[src/rtl/pdt_pkg.sv]
// Shared types and constants for the periodic deadline trigger.
package pdt_pkg;

    localparam logic [29:0] NS_PER_SEC = 30'd1000000000;
    // 2^32 seconds expressed in nanoseconds, used for deadline second bit 32
    localparam logic [61:0] SEC_HI_NS  = 62'd4294967296000000000;

    localparam int CFG_IDX_W  = 2;
    localparam int CFG_DATA_W = 30;

    localparam logic [CFG_IDX_W-1:0] CFG_PERIOD    = 2'd0;
    localparam logic [CFG_IDX_W-1:0] CFG_MODE      = 2'd1;
    localparam logic [CFG_IDX_W-1:0] CFG_RUN_LIMIT = 2'd2;

    localparam logic [29:0] PERIOD_RESET = 30'd1000000;

    localparam int DIV_STEPS = 30;
    localparam int DIV_CNT_W = $clog2(DIV_STEPS);

    typedef struct packed {
        logic [31:0] sample_sec;
        logic [29:0] sample_nsec;
        logic        keep_running;
    } pdt_in_t;

    typedef struct packed {
        logic        fired;
        logic [61:0] sample_total_ns;
        logic [61:0] deadline_total_ns;
        logic [15:0] trigger_index;
        logic        finished;
    } pdt_out_t;

    typedef struct packed {
        logic [29:0] period_ns;
        logic        schedule_mode;
        logic [15:0] run_limit;
    } pdt_cfg_t;

    typedef struct packed {
        logic cap_in;      // latch input beat
        logic eval;        // latch fire / arm decision
        logic mul_go;      // load product register
        logic mul_dl;      // multiplier operand: 1 deadline seconds, 0 sample seconds
        logic met_add;     // build deadline total
        logic strict_load; // work = deadline (sample when arming) + period
        logic div_load;    // start remainder
        logic div_step;    // one restoring step
        logic fix;         // work = sample + period - remainder
        logic norm_step;   // subtract one second of nanoseconds
        logic commit;      // write new deadline and counters
        logic out_load;    // load result register
    } pdt_cmd_t;

    typedef struct packed {
        logic armed;
        logic fire;
        logic fire_q;
        logic arm_q;
        logic strict;
        logic norm_big;
        logic out_free;
    } pdt_status_t;

endpackage

[src/rtl/pdt_cfg_regs.sv]
// Configuration register file for the periodic deadline trigger.
module pdt_cfg_regs (
    input  logic                           clk,
    input  logic                           rst_n,
    input  logic                           cfg_we,
    input  logic [pdt_pkg::CFG_IDX_W-1:0]  cfg_index,
    input  logic [pdt_pkg::CFG_DATA_W-1:0] cfg_wdata,
    output pdt_pkg::pdt_cfg_t              cfg
);
    import pdt_pkg::*;

    pdt_cfg_t cfg_reg;
    pdt_cfg_t cfg_next;

    always_comb
    begin
        cfg_next = cfg_reg;
        if (cfg_we)
        begin
            unique case (cfg_index)
                CFG_PERIOD:    cfg_next.period_ns     = cfg_wdata[29:0];
                CFG_MODE:      cfg_next.schedule_mode = cfg_wdata[0];
                CFG_RUN_LIMIT: cfg_next.run_limit     = cfg_wdata[15:0];
                default:       cfg_next = cfg_reg;
            endcase
        end
    end

    always_ff @(posedge clk or negedge rst_n)
    begin
        if (!rst_n)
        begin
            cfg_reg.period_ns     <= PERIOD_RESET;
            cfg_reg.schedule_mode <= 1'b0;
            cfg_reg.run_limit     <= 16'd0;
        end
        else
        begin
            cfg_reg <= cfg_next;
        end
    end

    assign cfg = cfg_reg;

endmodule

[src/rtl/pdt_ctrl.sv]
// Sequencing state machine for the periodic deadline trigger.
module pdt_ctrl (
    input  logic                  clk,
    input  logic                  rst_n,
    input  logic                  in_valid,
    output logic                  in_ready,
    input  pdt_pkg::pdt_status_t  status,
    output pdt_pkg::pdt_cmd_t     cmd
);
    import pdt_pkg::*;

    typedef enum logic [3:0] {
        ST_IDLE,
        ST_EVAL,
        ST_MULD,
        ST_DADD,
        ST_START,
        ST_DIV,
        ST_FIX,
        ST_NORM,
        ST_MULS,
        ST_SADD
    } state_t;

    state_t                state_reg;
    state_t                state_next;
    logic [DIV_CNT_W-1:0]  cnt_reg;
    logic [DIV_CNT_W-1:0]  cnt_next;

    always_comb
    begin
        state_next = state_reg;
        cnt_next   = cnt_reg;
        cmd        = '0;
        in_ready   = 1'b0;
        unique case (state_reg)
            ST_IDLE:
            begin
                in_ready   = 1'b1;
                cmd.cap_in = in_valid;
                if (in_valid)
                    state_next = ST_EVAL;
            end
            ST_EVAL:
            begin
                cmd.eval = 1'b1;
                // first beat after reset arms; no deadline to report yet
                state_next = status.armed ? ST_MULD : ST_START;
            end
            ST_MULD:
            begin
                cmd.mul_go = 1'b1;
                cmd.mul_dl = 1'b1;
                state_next = ST_DADD;
            end
            ST_DADD:
            begin
                cmd.met_add = 1'b1;
                state_next  = status.fire_q ? ST_START : ST_MULS;
            end
            ST_START:
            begin
                if (status.strict)
                begin
                    cmd.strict_load = 1'b1;
                    state_next      = ST_NORM;
                end
                else
                begin
                    cmd.div_load = 1'b1;
                    cnt_next     = DIV_CNT_W'(DIV_STEPS - 1);
                    state_next   = ST_DIV;
                end
            end
            ST_DIV:
            begin
                cmd.div_step = 1'b1;
                cnt_next     = cnt_reg - 1'b1;
                if (cnt_reg == '0)
                    state_next = ST_FIX;
            end
            ST_FIX:
            begin
                cmd.fix    = 1'b1;
                state_next = ST_NORM;
            end
            ST_NORM:
            begin
                if (status.norm_big)
                begin
                    cmd.norm_step = 1'b1;
                end
                else
                begin
                    cmd.commit = 1'b1;
                    // arming reports the new deadline, so fetch it after the write
                    state_next = status.arm_q ? ST_MULD : ST_MULS;
                end
            end
            ST_MULS:
            begin
                cmd.mul_go = 1'b1;
                state_next = ST_SADD;
            end
            ST_SADD:
            begin
                if (status.out_free)
                begin
                    cmd.out_load = 1'b1;
                    state_next   = ST_IDLE;
                end
            end
            default:
            begin
                state_next = ST_IDLE;
            end
        endcase
    end

    always_ff @(posedge clk or negedge rst_n)
    begin
        if (!rst_n)
        begin
            state_reg <= ST_IDLE;
            cnt_reg   <= '0;
        end
        else
        begin
            state_reg <= state_next;
            cnt_reg   <= cnt_next;
        end
    end

    a_div_len: assert property (@(posedge clk) disable iff (!rst_n)
        (state_reg == ST_START) && !status.strict
        |=> (state_reg == ST_DIV) ##30 (state_reg == ST_FIX))
        else $error("remainder did not take the full step count");

    a_no_overwrite: assert property (@(posedge clk) disable iff (!rst_n)
        cmd.out_load |-> status.out_free)
        else $error("result register loaded while a beat is pending");

    a_arm_fire_excl: assert property (@(posedge clk) disable iff (!rst_n)
        (state_reg == ST_NORM) |-> !(status.fire_q && status.arm_q))
        else $error("arming beat marked as fired");

endmodule

[src/rtl/pdt_datapath.sv]
// Datapath: sample/deadline registers, shared multiplier, remainder unit, carry fix.
module pdt_datapath (
    input  logic                  clk,
    input  logic                  rst_n,
    input  pdt_pkg::pdt_cfg_t     cfg,
    input  pdt_pkg::pdt_cmd_t     cmd,
    output pdt_pkg::pdt_status_t  status,
    input  pdt_pkg::pdt_in_t      in_data,
    output pdt_pkg::pdt_out_t     out_data,
    output logic                  out_valid,
    input  logic                  out_ready
);
    import pdt_pkg::*;

    // captured sample
    logic [31:0] ssec_reg;
    logic [29:0] snsec_reg;
    logic        keep_reg;
    logic [15:0] idx_reg;
    logic        fire_q_reg;
    logic        arm_q_reg;

    // architectural state
    logic [32:0] dsec_reg;
    logic [29:0] dnsec_reg;
    logic        armed_reg;
    logic [15:0] count_reg;
    logic        stopped_reg;

    // working registers
    logic [61:0] prod_reg;
    logic [61:0] met_reg;
    logic [29:0] rem_reg;
    logic [29:0] dvd_reg;
    logic [32:0] wsec_reg;
    logic [30:0] wnsec_reg;

    pdt_out_t    out_reg;
    logic        out_valid_reg;

    logic [29:0] eff_p;
    logic [31:0] mul_a;
    logic [30:0] rem_sh;
    logic        rem_ge;
    logic [29:0] rem_next;
    logic        after_dl;
    logic        finished;
    logic        norm_big;

    assign eff_p    = (cfg.period_ns == '0) ? 30'd1 : cfg.period_ns;
    assign mul_a    = cmd.mul_dl ? dsec_reg[31:0] : ssec_reg;
    assign rem_sh   = {rem_reg, dvd_reg[29]};
    assign rem_ge   = rem_sh >= {1'b0, eff_p};
    assign rem_next = rem_ge ? 30'(rem_sh - {1'b0, eff_p}) : rem_sh[29:0];
    assign after_dl = ({1'b0, ssec_reg} > dsec_reg) ||
                      (({1'b0, ssec_reg} == dsec_reg) && (snsec_reg >= dnsec_reg));
    assign finished = stopped_reg || (count_reg >= cfg.run_limit);
    assign norm_big = wnsec_reg >= 31'(NS_PER_SEC);

    always_comb
    begin
        status.armed    = armed_reg;
        status.fire     = armed_reg && !finished && after_dl;
        status.fire_q   = fire_q_reg;
        status.arm_q    = arm_q_reg;
        status.strict   = cfg.schedule_mode;
        status.norm_big = norm_big;
        status.out_free = !out_valid_reg || out_ready;
    end

    // payload registers
    always_ff @(posedge clk)
    begin
        if (cmd.cap_in)
        begin
            ssec_reg  <= in_data.sample_sec;
            snsec_reg <= in_data.sample_nsec;
            keep_reg  <= in_data.keep_running;
            idx_reg   <= count_reg;
        end
        if (cmd.eval)
        begin
            fire_q_reg <= status.fire;
            arm_q_reg  <= !armed_reg;
        end
        if (cmd.mul_go)
            prod_reg <= mul_a * NS_PER_SEC;
        if (cmd.met_add)
            met_reg <= prod_reg + (dsec_reg[32] ? SEC_HI_NS : 62'd0) + 62'(dnsec_reg);
        if (cmd.div_load)
        begin
            rem_reg <= '0;
            dvd_reg <= snsec_reg;
        end
        else if (cmd.div_step)
        begin
            rem_reg <= rem_next;
            dvd_reg <= {dvd_reg[28:0], 1'b0};
        end
        if (cmd.strict_load)
        begin
            // arming starts from the sample, a fire from the old deadline
            wsec_reg  <= arm_q_reg ? {1'b0, ssec_reg} : dsec_reg;
            wnsec_reg <= (arm_q_reg ? 31'(snsec_reg) : 31'(dnsec_reg)) + 31'(eff_p);
        end
        else if (cmd.fix)
        begin
            // next multiple of the period above the sample nanoseconds
            wsec_reg  <= {1'b0, ssec_reg};
            wnsec_reg <= 31'(snsec_reg) + 31'(eff_p) - 31'(rem_reg);
        end
        else if (cmd.norm_step)
        begin
            wsec_reg  <= wsec_reg + 33'd1;
            wnsec_reg <= wnsec_reg - 31'(NS_PER_SEC);
        end
        if (cmd.out_load)
        begin
            out_reg.fired             <= fire_q_reg;
            out_reg.sample_total_ns   <= prod_reg + 62'(snsec_reg);
            out_reg.deadline_total_ns <= met_reg;
            out_reg.trigger_index     <= idx_reg;
            out_reg.finished          <= finished;
        end
    end

    // control state
    always_ff @(posedge clk or negedge rst_n)
    begin
        if (!rst_n)
        begin
            dsec_reg      <= '0;
            dnsec_reg     <= '0;
            armed_reg     <= 1'b0;
            count_reg     <= '0;
            stopped_reg   <= 1'b0;
            out_valid_reg <= 1'b0;
        end
        else
        begin
            if (cmd.commit)
            begin
                dsec_reg  <= wsec_reg;
                dnsec_reg <= wnsec_reg[29:0];
                armed_reg <= 1'b1;
                if (fire_q_reg)
                begin
                    count_reg <= count_reg + 16'd1;
                    if (!keep_reg)
                        stopped_reg <= 1'b1;
                end
            end
            if (cmd.out_load)
                out_valid_reg <= 1'b1;
            else if (out_ready)
                out_valid_reg <= 1'b0;
        end
    end

    assign out_data  = out_reg;
    assign out_valid = out_valid_reg;

    a_commit_norm: assert property (@(posedge clk) disable iff (!rst_n)
        cmd.commit |-> (wnsec_reg < 31'(NS_PER_SEC)))
        else $error("deadline committed with nanoseconds out of range");

    a_count_step: assert property (@(posedge clk) disable iff (!rst_n)
        cmd.commit && fire_q_reg |=> count_reg == $past(count_reg) + 16'd1)
        else $error("trigger count did not advance on a fire");

endmodule

[src/rtl/periodic_deadline_trigger.sv]
// Top level of the periodic deadline trigger.
// Usage:
//   in channel (in_valid/in_ready/in_data): one beat per time sample, seconds plus
//   nanoseconds and the handler's keep_running answer.
//   out channel (out_valid/out_ready/out_data): exactly one result beat per input beat,
//   in order: fired flag, sample and deadline as total nanoseconds, trigger index,
//   finished flag.
//   cfg port: cfg_we writes cfg_wdata into register cfg_index (0 period, 1 schedule
//   mode, 2 run limit); write only while no beat is in flight.
// Timing:
//   A beat that neither arms nor fires runs evaluation, the deadline product and total
//   and the sample product. Arming or firing in strict mode adds the period to the
//   sample or old deadline; aligned mode runs the restoring remainder unit and fix step.
//   The carry fix then removes one whole second per step (at most two).
//   One beat is processed at a time; in_ready is high only while the sequencer waits,
//   so the next beat is taken at the earliest in the cycle after the result loads.
// Reset clears the deadline, the trigger count and the stop flag; the first sample
// afterwards arms the first deadline. A stalled receiver holds the result register;
// the next sample is still accepted and processed up to its result, which then waits.
module periodic_deadline_trigger (
    input  logic                           clk,
    input  logic                           rst_n,
    input  logic                           in_valid,
    output logic                           in_ready,
    input  pdt_pkg::pdt_in_t               in_data,
    output logic                           out_valid,
    input  logic                           out_ready,
    output pdt_pkg::pdt_out_t              out_data,
    input  logic                           cfg_we,
    input  logic [pdt_pkg::CFG_IDX_W-1:0]  cfg_index,
    input  logic [pdt_pkg::CFG_DATA_W-1:0] cfg_wdata
);
    import pdt_pkg::*;

    pdt_cfg_t    cfg;
    pdt_cmd_t    cmd;
    pdt_status_t status;

    pdt_cfg_regs u_cfg (
        .clk       (clk),
        .rst_n     (rst_n),
        .cfg_we    (cfg_we),
        .cfg_index (cfg_index),
        .cfg_wdata (cfg_wdata),
        .cfg       (cfg)
    );

    pdt_ctrl u_ctrl (
        .clk      (clk),
        .rst_n    (rst_n),
        .in_valid (in_valid),
        .in_ready (in_ready),
        .status   (status),
        .cmd      (cmd)
    );

    pdt_datapath u_dp (
        .clk       (clk),
        .rst_n     (rst_n),
        .cfg       (cfg),
        .cmd       (cmd),
        .status    (status),
        .in_data   (in_data),
        .out_data  (out_data),
        .out_valid (out_valid),
        .out_ready (out_ready)
    );

endmodule
[config.mk]
export PLATFORM = sky130hd
export DESIGN_NAME = periodic_deadline_trigger
export DESIGN_NICKNAME = d
export VERILOG_FILES = /design/src/rtl/pdt_pkg.sv /design/src/rtl/pdt_cfg_regs.sv /design/src/rtl/pdt_ctrl.sv /design/src/rtl/pdt_datapath.sv /design/src/rtl/periodic_deadline_trigger.sv
export SDC_FILE = /design/constraint.sdc
export NUM_CORES = 2
export LEC_CHECK = 0
export ABC_AREA = 0
export BUFFER_PORTS_ARGS = -buffer_cell sky130_fd_sc_hd__buf_2
export CAP_MARGIN = 15
export CORE_UTILIZATION = 57
export CTS_CLUSTER_DIAMETER = 200
export DETAILED_ROUTE_END_ITERATION = 16
export PLACE_DENSITY = 0.77
export SYNTH_ARGS = -nofsm -noshare
export SYNTH_HDL_FRONTEND = slang
export SYNTH_SLANG_ARGS = --single-unit
[constraint.sdc]
create_clock -name clk -period 8.37 [get_ports clk]
set_input_delay 1.2555 -clock clk [delete_from_list [all_inputs] [get_ports clk]]
set_output_delay 1.2555 -clock clk [all_outputs]
set_load 0.02 [all_outputs]
==> impl_metrics.csv <==
group,metric,value,unit
logic_synthesis,synth_cells,4414,
min_path,holdCritStartpoint,"u_dp.met_reg[23]",
worst_setup_path,r2r-start,"u_ctrl.state_reg[0]",
logic_synthesis,ys_async_sr_fraction,23.0,%
logic_synthesis,synth_compound_area_share,12.9,%
floorplanning,core_area,80400,um2
sta,tns,0,ns
logic_synthesis,synth_top_family_by_area,"adder cells",
placement,io_buffers,243,
grt,antenna_found_initial,8,
sta,fin_crit,8.25,ns
floorplanning,die_x,287,um
route,drtPass1Iterations,9,
grt,first_global_vias,33200,
clock_network,numClockSinks,600,
worst_setup_path,crit_arrival,8.60,ns
cells_and_area,num-nets-final,5550,
grt,grt_max_degree,125,
logic_synthesis,synthesis.nets,5338,
route,vias_per_cell,5.82,
sta,skew,0.0381,ns
sta,hold_viol_final,0,
route,drc,0,
placement,dp_cells,5609,
sta,fmax,121,MHz
clock_network,cts_tree,"built",
floorplanning,ioPinCount,244,
sta,grt_setup_unrepaired,"yes",
worst_setup_path,r2r_slack,0.12,ns
cells_and_area,areaGrowthSynthToFinish,10.7,%
sta,min_period_over_period,98.6,%
clock_network,cts.clk_slew.worst_paths,0.06,ns
logic_synthesis,yosysMostFrequentCell,"inv_1",
cells_and_area,largest_reg_flops,142,
floorplanning,num_rows,104,
logic_synthesis,synthAdderAreaFrac,27.7,%
logic_synthesis,synth_xor_area_share,5.71,%
clock_network,cts_root_buffer,"clkbuf_16",
worst_setup_path,rr_worst_depth,27,
min_path,worstHoldPathType,"register to register",
clock_network,ctsHoldBuffers,0,
clock_network,ctsLongestPathBuffers,3,
placement,dpl.hpwl,93500,um
worst_setup_path,startpoint_type,"register",
clock_network,cts-buffers-inserted,69,
grt,grtUsageTotal,28.9,%
logic_synthesis,synth_top_area_share,28.0,%
clock_network,clkLatencyLatePin,0.63,ns
min_path,holdPathStages,0,
placement,gp_congestion,0.964,
logic_synthesis,ys_warn_count,0,
logic_synthesis,ys_seq_area_share,36.8,%
job,cap_violations,0,
worst_setup_path,crit_fanout,17,
route,wire_per_inst,20.8,um
placement,preCtsSetupSlack,-0.106,ns
grt,grt_pass1_wl,185000,um
worst_setup_path,reg2reg_to,"u_dp.prod_reg[57]",
worst_setup_path,critPathRequiredTime,8.72,ns
clock_network,h-tree-depth,3,
logic_synthesis,synth_ff_type,"edfxtp_1",
logic_synthesis,ys_seq_elements,600,
logic_synthesis,synth_top_cell_by_area,"edfxtp_1",
cells_and_area,final_cells,5740,
sta,setup_violations,0,
worst_setup_path,critPathLaunch,"u_ctrl.state_reg[0]",
route,antenna_left,0,
logic_synthesis,synthTopCellsByArea,"edfxtp_1 (28%), fa_1 (15%), ha_1 (13%), dfrtp_1 (7.1%), inv_1 (5.6%)",
route,drt_iter0_markers,2738,
logic_synthesis,synth_area,46300,um2
min_path,min_to,"u_dp.out_data[40]",
route,via_count,33400,
logic_synthesis,ys_types,94,
logic_synthesis,syn_area_per_cell,10.5,um2
logic_synthesis,synth_common_cells,"inv_1 (685), ha_1 (487), edfxtp_1 (432)",
run_status,outcome,"finished clean",
worst_setup_path,end_kind,"register",
floorplanning,die_h,287,um
floorplanning,die-area,82400,um2
worst_setup_path,crit_type,"register to register",
logic_synthesis,synth.area.mux_share,1.43,%
sta,worst_pin_slew,1.26,ns
logic_synthesis,synth_edf_count,432,
route,routed_wl,119000,um
floorplanning,start_util,57.6,%
sta,hold_slack,0.412,ns
cells_and_area,drive_gt1_share,11.3,%
sta,setup_ws,0.116,ns
grt,gr-total-overflow,0,
sta,slew_headroom,16.3,%
sta,drv_slew,0,
logic_synthesis,yosys.area_share.simple,8.57,%
==> per-stage QoR <==
stage / instance area [um2] / util [%]
6_report: 51200 / 63.7
5_1_grt: 51200 / 63.7
4_1_cts: 51000 / 63.4
3_5_place_dp: 48700 / 60.5
3_3_place_gp: 48700 / 60.5
2_1_floorplan: 46300 / -
==> cell type report <==
class,instances,area [um2]
repair buffers,294,1650
multi-input cells,2976,26400
inverters,685,2570
fillers,6373,29200
well taps,1060,1330
clock inverters,36,400
clock buffers,86,1880
diodes,3,7.51
flip-flops and latches,600,17000
==> per-layer routing <==
metal  up-vias  global-route usage, %  routed length (um)
li1      15600                      -                   -
met1     16400                   39.5               50800
met2      1143                   47.5               57200
met3       237                   3.93                7450
met4         4                   9.69                3690
met5         -                      0                  39
==> placed cells by master, fill, tap and decap left out, drive strengths merged, types with 88 or more instances in the layout <==
master  count
a21o      113
a21oi     240
buf       293
dfrtp     131
edfxtp    432
fa        337
ha        487
inv       689
nand2     325
nand3      88
nor2      156
o21ai     315
xnor2     202
xor2      100
==> how the worst max path moves through the flow <==
| stage | endpoint | slack, ns | cells after the start |
|---|---|---|---|
| global route | u_dp.prod_reg[57] | -0.08 | 28 |
| CTS | u_dp.prod_reg[60] | 0.07 | 26 |
| finish | u_dp.prod_reg[57] | 0.12 | 27 |
| detailed placement | u_dp.prod_reg[59] | -0.11 | 27 |
| floorplan | u_dp.prod_reg[60] | 0.07 | 29 |
| global placement | u_dp.prod_reg[59] | 0.08 | 27 |
==> worst max-delay path, stage by stage (launching register included) <==
cell	delay (ns)
dfrtp_1	0.37
nand2b_1	0.21
nor3_4	0.27
buf_4	0.18
clkbuf_16	0.20
mux2i_2	0.44
xnor2_1	0.17
ha_1	0.34
fa_1	0.52
inv_1	0.06
fa_1	0.50
fa_1	0.55
fa_1	0.55
inv_1	0.05
fa_1	0.50
fa_1	0.49
ha_1	0.39
o21ai_1	0.24
o21bai_2	0.12
buf_4	0.15
nor4_2	0.30
nor3_2	0.13
o211ai_1	0.28
a21oi_2	0.17
a31oi_4	0.33
o21bai_1	0.15
a31oi_1	0.22
xnor2_1	0.08
==> what timing repair did <==
action / in CTS / in global routing
endpoints found under the setup margin: 5 / 13
hold endpoints to repair: 0 / 0
cloned: 0 / 1
gates resized for setup: 3 / 42
setup buffers: 0 / 5
pin swaps: 0 / 8
==> cells by family after synthesis <==
logic type,Yosys count
simple gates,837
fa+ha+maj,824
buf+inv,838
compound gates,952
mux,61
xor+xnor,302
flops,600
Power is left out: the tool's default activity adds up to more than one toggle a clock period on the data nets, which glitch-free logic cannot reach.
